### config.mk
export PLATFORM = sky130hd
export DESIGN_NAME = ps2_mouse_cursor_tracker
export DESIGN_NICKNAME = d
export VERILOG_FILES = /design/src/ps2mct_pkg.sv /design/src/ps2mct_axis.sv /design/src/ps2_mouse_cursor_tracker.sv
export SDC_FILE = /design/constraint.sdc
export NUM_CORES = 1
export LEC_CHECK = 0
export BUFFER_PORTS_ARGS = -buffer_cell sky130_fd_sc_hd__clkbuf_2
export CAP_MARGIN = 10
export CORE_ASPECT_RATIO = 1.2
export CORE_MARGIN = 2
export CORE_UTILIZATION = 60
export DETAILED_ROUTE_END_ITERATION = 10
export GPL_TIMING_DRIVEN = 0
export HOLD_SLACK_MARGIN = 0.02
export PLACE_DENSITY = 0.81
export SETUP_SLACK_MARGIN = 0.5
export SYNTH_ARGS = -nofsm -noshare
export SYNTH_HDL_FRONTEND = slang
export SYNTH_SLANG_ARGS = --single-unit
export TNS_END_PERCENT = 30
### constraint.sdc
create_clock -name clk -period 5.85 [get_ports clk]
set_clock_uncertainty 0.1 [all_clocks]
set_input_delay 0.2925 -clock clk [delete_from_list [all_inputs] [get_ports clk]]
set_output_delay 0.2925 -clock clk [all_outputs]
set_load 0.01 [all_outputs]
### src/ps2mct_pkg.sv
// ----------------------------------------------------------------------------
// ps2mct_pkg
// Shared widths, register indexes, status-byte masks and the packet phase
// type for the PS/2 mouse cursor tracker.
// ----------------------------------------------------------------------------
package ps2mct_pkg;

    localparam int BYTE_WIDTH      = 8;
    localparam int RES_WIDTH       = 12;
    localparam int COORD_WIDTH     = 12;
    localparam int STEP_WIDTH      = 10;
    localparam int CFG_INDEX_WIDTH = 2;

    // Configuration register indexes
    localparam logic [CFG_INDEX_WIDTH-1:0] CFG_X_RESOLUTION = 2'd0;
    localparam logic [CFG_INDEX_WIDTH-1:0] CFG_Y_RESOLUTION = 2'd1;

    // Resolution reset values
    localparam logic [RES_WIDTH-1:0] X_RESOLUTION_RESET = 12'd1023;
    localparam logic [RES_WIDTH-1:0] Y_RESOLUTION_RESET = 12'd767;

    // Status byte fields
    localparam logic [BYTE_WIDTH-1:0] STATUS_LEFT   = 8'h01;
    localparam logic [BYTE_WIDTH-1:0] STATUS_RIGHT  = 8'h02;
    localparam logic [BYTE_WIDTH-1:0] STATUS_MIDDLE = 8'h04;
    localparam logic [BYTE_WIDTH-1:0] STATUS_X_SIGN = 8'h10;
    localparam logic [BYTE_WIDTH-1:0] STATUS_Y_SIGN = 8'h20;

    // Position of the next byte within the packet stream
    typedef enum logic [1:0] {
        PHASE_ACK,
        PHASE_STATUS,
        PHASE_X_DELTA,
        PHASE_Y_DELTA
    } phase_t;

endpackage

### src/ps2mct_axis.sv
// ----------------------------------------------------------------------------
// ps2mct_axis
// One cursor axis: adds a signed step to the position and clamps the sum
// to the range zero to the resolution, limited to the position width.
// ----------------------------------------------------------------------------
module ps2mct_axis
    import ps2mct_pkg::*;
#(
    parameter int POS_WIDTH = 12
)
(
    input  logic [POS_WIDTH-1:0]  pos,
    input  logic [STEP_WIDTH-1:0] step,
    input  logic [RES_WIDTH-1:0]  resolution,
    output logic [POS_WIDTH-1:0]  pos_next
);

    // Working width: room for the wider operand plus sign and carry
    localparam int CW = ((POS_WIDTH > RES_WIDTH) ? POS_WIDTH : RES_WIDTH) + 2;

    localparam logic [CW-1:0] POS_MAX = {{(CW-POS_WIDTH){1'b0}}, {POS_WIDTH{1'b1}}};

    logic [CW-1:0] sum;
    logic [CW-1:0] res_ext;
    logic [CW-1:0] top;
    logic [CW-1:0] clamped;

    // Add the sign-extended step to the zero-extended position
    assign sum = {{(CW-POS_WIDTH){1'b0}}, pos}
               + {{(CW-STEP_WIDTH){step[STEP_WIDTH-1]}}, step};

    // Limit the resolution to what the position register can hold
    assign res_ext = {{(CW-RES_WIDTH){1'b0}}, resolution};
    assign top     = (res_ext > POS_MAX) ? POS_MAX : res_ext;

    // Clamp below at zero and above at the limit
    always_comb
    begin
        if (sum[CW-1])
        begin
            clamped = '0;
        end
        else if (sum > top)
        begin
            clamped = top;
        end
        else
        begin
            clamped = sum;
        end
    end

    assign pos_next = clamped[POS_WIDTH-1:0];

endmodule

### src/ps2_mouse_cursor_tracker.sv
// ----------------------------------------------------------------------------
// ps2_mouse_cursor_tracker
// Frames received PS/2 mouse bytes into packets and tracks a clamped cursor.
// ----------------------------------------------------------------------------
// The block takes one received byte per clock cycle while in_stall is low
// and produces one result per complete three-byte packet. The packet's last
// byte passes through the input register, then the packet decode and
// position update feed the result register, which raises out_valid when it
// loads. The first byte after reset is the enable acknowledge and is
// dropped. Deltas are 9-bit two's complement with the sign in status bits
// 4 and 5; the cursor moves by +dx and -dy and is clamped to 0..resolution
// on each axis. A resolution write applies from the next packet completion
// and does not re-clamp the held position.
// Stall on the result side holds the result register and backs up into the
// input register, then into in_stall.
module ps2_mouse_cursor_tracker
    import ps2mct_pkg::*;
#(
    parameter int POS_WIDTH = 12
)
(
    input  logic                       clk,
    input  logic                       rst_n,

    input  logic                       cfg_we,
    input  logic [CFG_INDEX_WIDTH-1:0] cfg_index,
    input  logic [RES_WIDTH-1:0]       cfg_data,

    input  logic                       in_valid,
    output logic                       in_stall,
    input  logic [BYTE_WIDTH-1:0]      rx_byte,

    output logic                       out_valid,
    input  logic                       out_stall,
    output logic                       left_button,
    output logic                       right_button,
    output logic                       middle_button,
    output logic [COORD_WIDTH-1:0]     cursor_x,
    output logic [COORD_WIDTH-1:0]     cursor_y
);

    logic [RES_WIDTH-1:0]   x_res_reg;
    logic [RES_WIDTH-1:0]   y_res_reg;

    logic                   s1_valid_reg;
    logic [BYTE_WIDTH-1:0]  s1_byte_reg;
    logic                   s1_move;

    phase_t                 phase_reg;
    phase_t                 phase_next;
    logic [BYTE_WIDTH-1:0]  status_reg;
    logic [BYTE_WIDTH-1:0]  x_delta_reg;
    logic [POS_WIDTH-1:0]   pos_x_reg;
    logic [POS_WIDTH-1:0]   pos_y_reg;
    logic [POS_WIDTH-1:0]   pos_x_next;
    logic [POS_WIDTH-1:0]   pos_y_next;
    logic [STEP_WIDTH-1:0]  step_x;
    logic [STEP_WIDTH-1:0]  step_y;
    logic                   packet_done;

    logic                   out_valid_reg;
    logic                   left_reg;
    logic                   right_reg;
    logic                   middle_reg;
    logic [COORD_WIDTH-1:0] cursor_x_reg;
    logic [COORD_WIDTH-1:0] cursor_y_reg;

    // Capture resolution writes; ignore indexes beyond the register list
    always_ff @(posedge clk or negedge rst_n)
    begin
        if (!rst_n)
        begin
            x_res_reg <= X_RESOLUTION_RESET;
            y_res_reg <= Y_RESOLUTION_RESET;
        end
        else if (cfg_we)
        begin
            unique case (cfg_index)
                CFG_X_RESOLUTION: x_res_reg <= cfg_data;
                CFG_Y_RESOLUTION: y_res_reg <= cfg_data;
                default:          ;
            endcase
        end
    end

    // Advance the input register whenever the result register can take a value
    assign s1_move  = s1_valid_reg && (!out_valid_reg || !out_stall);
    assign in_stall = s1_valid_reg && !s1_move;

    always_ff @(posedge clk or negedge rst_n)
    begin
        if (!rst_n)
        begin
            s1_valid_reg <= 1'b0;
        end
        else if (!in_stall)
        begin
            s1_valid_reg <= in_valid;
        end
    end

    always_ff @(posedge clk)
    begin
        if (in_valid && !in_stall)
        begin
            s1_byte_reg <= rx_byte;
        end
    end

    // Packet phase: drop the acknowledge, then cycle status, X, Y
    always_ff @(posedge clk or negedge rst_n)
    begin
        if (!rst_n)
        begin
            phase_reg <= PHASE_ACK;
        end
        else
        begin
            phase_reg <= phase_next;
        end
    end

    always_comb
    begin
        phase_next  = phase_reg;
        packet_done = 1'b0;
        if (s1_move)
        begin
            unique case (phase_reg)
                PHASE_ACK:     phase_next = PHASE_STATUS;
                PHASE_STATUS:  phase_next = PHASE_X_DELTA;
                PHASE_X_DELTA: phase_next = PHASE_Y_DELTA;
                PHASE_Y_DELTA:
                begin
                    phase_next  = PHASE_STATUS;
                    packet_done = 1'b1;
                end
                default:       phase_next = PHASE_ACK;
            endcase
        end
    end

    // Hold the status and X delta bytes until the packet completes
    always_ff @(posedge clk or negedge rst_n)
    begin
        if (!rst_n)
        begin
            status_reg  <= '0;
            x_delta_reg <= '0;
        end
        else if (s1_move)
        begin
            if (phase_reg == PHASE_STATUS)
            begin
                status_reg <= s1_byte_reg;
            end
            if (phase_reg == PHASE_X_DELTA)
            begin
                x_delta_reg <= s1_byte_reg;
            end
        end
    end

    // Form the steps: +dx horizontally, -dy vertically, from 9-bit signed deltas into 10-bit signed steps
    assign step_x = {{2{|(status_reg & STATUS_X_SIGN)}}, x_delta_reg};
    assign step_y = STEP_WIDTH'(0)
                  - {{2{|(status_reg & STATUS_Y_SIGN)}}, s1_byte_reg};

    ps2mct_axis #(
        .POS_WIDTH (POS_WIDTH)
    ) u_axis_x (
        .pos        (pos_x_reg),
        .step       (step_x),
        .resolution (x_res_reg),
        .pos_next   (pos_x_next)
    );

    ps2mct_axis #(
        .POS_WIDTH (POS_WIDTH)
    ) u_axis_y (
        .pos        (pos_y_reg),
        .step       (step_y),
        .resolution (y_res_reg),
        .pos_next   (pos_y_next)
    );

    // Update the position at the end of each packet
    always_ff @(posedge clk or negedge rst_n)
    begin
        if (!rst_n)
        begin
            pos_x_reg <= '0;
            pos_y_reg <= '0;
        end
        else if (packet_done)
        begin
            pos_x_reg <= pos_x_next;
            pos_y_reg <= pos_y_next;
        end
    end

    // Result register: load on packet completion, drop once taken
    always_ff @(posedge clk or negedge rst_n)
    begin
        if (!rst_n)
        begin
            out_valid_reg <= 1'b0;
        end
        else if (packet_done)
        begin
            out_valid_reg <= 1'b1;
        end
        else if (!out_stall)
        begin
            out_valid_reg <= 1'b0;
        end
    end

    always_ff @(posedge clk)
    begin
        if (packet_done)
        begin
            left_reg     <= |(status_reg & STATUS_LEFT);
            right_reg    <= |(status_reg & STATUS_RIGHT);
            middle_reg   <= |(status_reg & STATUS_MIDDLE);
            cursor_x_reg <= COORD_WIDTH'(pos_x_next);
            cursor_y_reg <= COORD_WIDTH'(pos_y_next);
        end
    end

    assign out_valid     = out_valid_reg;
    assign left_button   = left_reg;
    assign right_button  = right_reg;
    assign middle_button = middle_reg;
    assign cursor_x      = cursor_x_reg;
    assign cursor_y      = cursor_y_reg;

endmodule
== Word level (Yosys, flattened, before mapping) ==
Cells that the tools add are included.

* Equality and inequality tests: 5
* Reduce and logical (&&, ||, !) cells: 15
* $lt $le $gt $ge: 4
* Mux-type cells: 11
* Add/sub/neg operators: 3

{| class="wikitable"
|+ Operator list
! cell !! count
|-
| $mux W12 || 6
|-
| $gt A14 B12 Y1 || 2
|-
| $gt A12 B12 Y1 const B || 2
|-
| $add A13 B10 Y14 || 1
|-
| $add A13 B9 Y14 || 1
|-
| $sub A1 B9 Y10 const A || 1
|-
| $reduce_and A2 Y1 || 4
|-
| $pmux W2 S3 || 1
|-
| $eq A2 B1 Y1 const B || 2
|-
| $eq A2 B2 Y1 const B || 2
|-
| $logic_not A1 Y1 || 4
|-
| $logic_not A2 Y1 || 2
|-
| $mux W1 || 4
|-
| $logic_and A1 B1 Y1 || 3
|-
| $ne A2 B1 Y1 const B || 1
|-
| $reduce_or A2 Y1 || 1
|-
| $logic_or A1 B1 Y1 || 1
|}

* Logic and storage cells: 53
* Flip-flop bits (word level): 101
* Input port bits: 27

== Depth between registers and ports, before layout ==
* Depth after elaboration: 7
* Mapped depth: 18
* Mapped depth without buffers: 17

== By module ==
A second synthesis with hierarchy kept.

* Cells, all modules: 495
* Area, all modules: 6020.8 µm²

{| class="wikitable"
|+ Modules (own cells, without submodules)
! module !! instances !! cells an instance !! area each (µm²) !! sequential area each (µm²)
|-
| ps2_mouse_cursor_tracker || 1 || 209 || 3793.6 || 2701.3
|-
| ps2mct_axis || 2 || 143 || 1113.6 || 0.0
|}

== Least setup slack after synthesis ==
No wires, ideal clock.

* Kind: register to register
* Start: register pos_y_reg[0]
* End: register pos_y_reg[1]
* Cell stages (with the launch flop): 19
* Buffers on the path: 1
* Period minus slack after synthesis: 4176 ps
* Data arrival time: 3952 ps
* Path slack: 1674 ps
* Setup time: 125 ps
* Data required time: 5625 ps
* Path through: dfrtp_1 inv_1 ha_1 inv_1 fa_1 a211oi_1 o211ai_1 a41oi_1 xnor2_1 ha_1 nand4_1 or3_1 and3_1 o31a_1 or3_1 a22o_1 buf_6 a22o_1 mux2_2

* Longest elaborated chain between the ends: 4

{| class="wikitable"
|+ RTL lines
! what !! RTL line !! text
|-
| start: declaration || ps2_mouse_cursor_tracker.sv:54 || <nowiki>logic [POS_WIDTH-1:0] pos_y_reg;</nowiki>
|-
| start signal: assignment || ps2_mouse_cursor_tracker.sv:198 || <nowiki>pos_y_reg <= pos_y_next;</nowiki>
|-
| $add A13 B10 Y14 (*) || ps2mct_axis.sv:30 || <nowiki>+ {{(CW-STEP_WIDTH){step[STEP_WIDTH-1]}}, step};</nowiki>
|-
| $gt A14 B12 Y1 || ps2mct_axis.sv:43 || <nowiki>else if (sum > top)</nowiki>
|-
| $mux W12 || ps2mct_axis.sv:43 ||
|-
| $mux W12 (*) || ps2mct_axis.sv:39 || <nowiki>if (sum[CW-1])</nowiki>
|-
| net pos_y_next[1] || ps2_mouse_cursor_tracker.sv:56 || <nowiki>logic [POS_WIDTH-1:0] pos_y_next;</nowiki>
|}

Mark *: on every way through the listed nets, which the timed path passes. The rest lies on a longest branch.
A chain may end at the register's enable or synchronous reset.

== Worst setup path after layout ==
Same ends and word-level chain as after synthesis.

==> impl_metrics.json <==
{
  "status": "completed",
  "synthDominantAreaCellType": "sky130_fd_sc_hd__dfrtp_1",
  "die-width_um": 92.62,
  "tritoncts.num_buffers": 9,
  "critical_path_arrival_ps": 5000,
  "total_leakage_power_uw": 0.003000,
  "post_cts_repair_setup_buffers": 0,
  "globalRoute.totalOverflow": 0,
  "clock_pin_slew_of_the_registers_on_the_worst_case_setup_and_hold_paths_ps": 110,
  "globalRouteMet1Util_pct": 30.70,
  "holdCritPathClass": "primary input to register",
  "number_of_library_cell_types_mapped_by_synthesis": 56,
  "r2r_start": "pos_y_reg[0]",
  "crit_required_ps": 6020,
  "clock_sink_count": 100,
  "layout-area-overhead-vs-synth_pct": 13.50,
  "num_rows": 38,
  "timing.critical_path.cells": "inv_1, ha_1, inv_1, fa_1, a211oi_1, o211ai_1, a41oi_1, xnor2_1, ha_1, nand4_1, or3_1, and3_1, o31a_1, or3_1, a22o_1, buf_6, a22o_1, mux2_2",
  "max_slew_headroom_pct": 40.52,
  "fmaxAchievable_mhz": 207.2,
  "power.density_cell_area_mw_per_mm2": 614.1,
  "tritoncts": "yes",
  "post_cts.resized_instances": 0,
  "antenna_violations_before_repair": 0,
  "async_flop_share_pct": 65.00,
  "crit_path_start_kind": "register",
  "hold_path.startpoint": "cfg_data[2]",
  "initial_core_util_pct": 62.26,
  "busiest_layer": "met2",
  "r2r_setup_slk_ps": 1020,
  "final_standard_cell_area_without_fillers_sq_mm": 0.006417,
  "critPathCaptureType": "register",
  "gp_congestion": 0.9543,
  "grt_util_met3_pct": 5.031,
  "synth_cells": 514,
  "grt_max_degree": 66,
  "post-route-drc-count": 0,
  "peakVddDrop_mv": 0.2864,
  "synth_seq_area_share_pct": 47.78,
  "final_layout_size_suffix_gt1_share_pct": 22.04,
  "grt_use_met2_pct": 49.43,
  "worst-slew-pin-transition_ps": 892.3,
  "mean_instance_size_in_the_synthesized_netlist_sq_um": 11.00,
  "maxSlewViolCount": 0,
  "average_wire_per_cell_in_the_routed_design_um": 17.76,
  "coreArea_sq_mm": 0.009081,
  "count_of_flip_flops_with_a_built_in_enable_after_synthesis": 35,
  "first_global_vias": 4462,
  "worst_hold_end": "x_res_reg[2]",
  "die_h_um": 110.3,
  "setup_viol": 0,
  "grt_use_total_pct": 26.88,
  "die-area_sq_mm": 0.01022,
  "i_o_buffers": 55,
  "grt_pass1_wl_um": 20820,
  "num_antenna_cells": 0,
  "post_synth_main_area_contributors": "sky130_fd_sc_hd__dfrtp_1, sky130_fd_sc_hd__edfxtp_1, sky130_fd_sc_hd__ha_1, sky130_fd_sc_hd__dfstp_2, sky130_fd_sc_hd__mux2_2",
  "family_with_the_most_delay_on_the_worst_path": "compound AO/OA/AOI/OAI gates",
  "period_share_pct": 82.48,
  "finalHoldViolations": 0,
  "filler_cells_inserted": 652,
  "detail_route.first_pass.iterations": 4,
  "crit_path_top_delay_cell": "sky130_fd_sc_hd__fa_1",
  "max_cap_viol": 0,
  "timing.critical_path.slowest_cell_delay_ps": 430,
  "worst_hold_path.num_cells": 3,
  "antenna_violating_nets_post_route": 0,
  "synth.net_count": 596,
  "yosysWarningCount": 0,
  "design.portCount": 56,
  "rsz0062_at_grt": "no",
  "route.vias.total": 4278,
  "cts.htree.levels": 3,
  "drt_wl_total_um": 12770,
  "timing.critical_path.fanout_max": 10,
  "root_buffer_cell": "sky130_fd_sc_hd__clkbuf_8",
  "timing.reg2reg.worst_path_depth": 18,
  "hold_buffers": 14,
  "crit_buf_inv": 3,
  "worst_skew_pair.late_latency_ps": 390,
  "layout.nets": 676,
  "synth_flop_cell": "sky130_fd_sc_hd__dfrtp_1",
  "ys_seq_elements": 100,
  "route.detailed.vias_per_inst": 5.950,
  "dr.first_iter.drc_count": 201,
  "final.min_clock_period_ps": 4825,
  "post-dp-hpwl_um": 9521,
  "hold_slack_ps": 29.73,
  "r2r-end": "pos_y_reg[1]",
  "timing.setup.critical_path_class": "register to register",
  "placed_area_sq_mm": 0.006083,
  "synthDominantCellAreaShare_pct": 20.36,
  "cts_buffer_depth": 2,
  "synth.cell_area_sq_mm": 0.005654,
  "setup_tns_ps": 0
}
## cell usage in the layout (no fill, tap or decap), types with 3 or more instances in the layout
cell type / netlist / routed
sky130_fd_sc_hd__clkbuf_2: 0 / 54
sky130_fd_sc_hd__ha_1: 53 / 53
sky130_fd_sc_hd__inv_1: 50 / 50
sky130_fd_sc_hd__dfrtp_1: 46 / 46
sky130_fd_sc_hd__o21ai_0: 39 / 39
sky130_fd_sc_hd__nand2_1: 36 / 36
sky130_fd_sc_hd__edfxtp_1: 35 / 35
sky130_fd_sc_hd__mux2_2: 34 / 34
sky130_fd_sc_hd__a21oi_1: 24 / 24
sky130_fd_sc_hd__a22o_1: 22 / 22
sky130_fd_sc_hd__nor2_1: 19 / 19
sky130_fd_sc_hd__dfstp_2: 19 / 19
sky130_fd_sc_hd__dlygate4sd3_1: 0 / 14
sky130_fd_sc_hd__xnor2_1: 13 / 13
sky130_fd_sc_hd__nor3_1: 10 / 10
sky130_fd_sc_hd__a21o_1: 9 / 9
sky130_fd_sc_hd__clkbuf_8: 0 / 9
sky130_fd_sc_hd__nand3_1: 7 / 7
sky130_fd_sc_hd__clkbuf_1: 6 / 6
sky130_fd_sc_hd__o211ai_1: 5 / 5
sky130_fd_sc_hd__nor2b_1: 5 / 5
sky130_fd_sc_hd__nand4_1: 5 / 5
sky130_fd_sc_hd__mux2i_1: 5 / 5
sky130_fd_sc_hd__and2_1: 4 / 4
sky130_fd_sc_hd__o21a_1: 4 / 4
sky130_fd_sc_hd__o31a_1: 4 / 4
sky130_fd_sc_hd__xor2_1: 4 / 4
sky130_fd_sc_hd__and3_1: 4 / 4
sky130_fd_sc_hd__a211oi_1: 3 / 3
sky130_fd_sc_hd__buf_2: 2 / 3
sky130_fd_sc_hd__nand2b_1: 3 / 3
sky130_fd_sc_hd__o21bai_1: 3 / 3
sky130_fd_sc_hd__or3_1: 3 / 3
sky130_fd_sc_hd__o31ai_1: 3 / 3
## worst register-to-register path: stages, from the launching register on
cell and delay, ps:
sky130_fd_sc_hd__dfrtp_1 400, sky130_fd_sc_hd__inv_1 60, sky130_fd_sc_hd__ha_1 160, sky130_fd_sc_hd__inv_1 60, sky130_fd_sc_hd__fa_1 430, sky130_fd_sc_hd__a211oi_1 360, sky130_fd_sc_hd__o211ai_1 200, sky130_fd_sc_hd__a41oi_1 380
sky130_fd_sc_hd__xnor2_1 160, sky130_fd_sc_hd__ha_1 350, sky130_fd_sc_hd__nand4_1 100, sky130_fd_sc_hd__or3_1 340, sky130_fd_sc_hd__and3_1 210, sky130_fd_sc_hd__o31a_1 120, sky130_fd_sc_hd__or3_1 380, sky130_fd_sc_hd__a22o_1 220
sky130_fd_sc_hd__buf_6 150, sky130_fd_sc_hd__a22o_1 280, sky130_fd_sc_hd__mux2_2 270
## metal layers
layer / up-vias / share of wire, %
li1: 2023 / -
met1: 2107 / 40
met2: 112 / 53
met3: 36 / 4.2
met4: 0 / 3.4
met5: - / 0
## report_power, final
| group | internal, uW | switching, uW |
|---|---|---|
| Combinational | 1010 | 1330 |
| Clock | 167 | 274 |
| Sequential | 1030 | 128 |
## per-stage QoR
stage / setup WS [ps] / cells / utilization [%] / power [uW]
final: 1025 / 719 / 70.67 / 3941
after global placement: 1210 / 689 / 66.95 / 3354
after detailed placement: 1163 / 689 / 66.99 / 3455
after CTS: 1091 / 719 / 70.67 / 3929
after floorplan: 1674 / 514 / - / 2857
after global routing: 786.2 / 719 / 70.67 / 4252
## cell families (layout without fill, tap and decap cells)
| kind of cell | Yosys count | in the layout | share of synthesized area [%] |
|---|---|---|---|
| AO/OA/AOI/OAI | 137 | 137 | 16.29 |
| multiplexers | 39 | 39 | 7.657 |
| buffers and inverters | 62 | 147 | 4.359 |
| adder cells (fa/ha/maj) | 55 | 55 | 12.44 |
| flip-flops | 100 | 100 | 47.78 |
| XOR/XNOR | 17 | 17 | 2.633 |
| AND/OR/NAND/NOR | 104 | 104 | 8.851 |
## synthesized netlist by cell type (all sizes together), types with 2 or more instances
| cell type | n |
|---|---|
| ha | 53 |
| inv | 50 |
| dfrtp | 46 |
| o21ai | 41 |
| nand2 | 36 |
| edfxtp | 35 |
| mux2 | 34 |
| a21oi | 24 |
| a22o | 22 |
| dfstp | 19 |
| nor2 | 19 |
| xnor2 | 13 |
| nor3 | 10 |
| a21o | 9 |
| nand3 | 7 |
| buf | 6 |
| clkbuf | 6 |
| mux2i | 5 |
| nand4 | 5 |
| nor2b | 5 |
| o211ai | 5 |
| and2 | 4 |
| and3 | 4 |
| o21a | 4 |
| o31a | 4 |
| o31ai | 4 |
| xor2 | 4 |
| a2111oi | 3 |
| a211oi | 3 |
| nand2b | 3 |
| o21bai | 3 |
| or3 | 3 |
| a211o | 2 |
| a21boi | 2 |
| fa | 2 |
| nand3b | 2 |
| nor3b | 2 |
| o22ai | 2 |
| or2 | 2 |
## cell type report
class                      instances  area, sq um  area share [%]
multi-input combinational        352         2706           42.17
sequential                       100         2701           42.09
buffer                            12        60.06          0.9359
clock inverter                     7        70.07           1.092
timing repair buffer              69        417.9           6.512
clock buffer                       9        123.9           1.930
inverter                          50        187.7           2.925
tap                              120        150.1           2.340
## worst max path at each step
stage,to,start,depth (start not counted)
final,pos_y_reg[1],pos_y_reg[0],18
after global routing,pos_y_reg[5],pos_y_reg[0],18
after CTS,pos_y_reg[5],s1_byte_reg[0],17
after detailed placement,pos_y_reg[5],s1_byte_reg[4],17
after global placement,pos_y_reg[1],s1_byte_reg[0],17
after floorplan,pos_y_reg[1],pos_y_reg[0],18
Power figures use the tool's default switching activity.
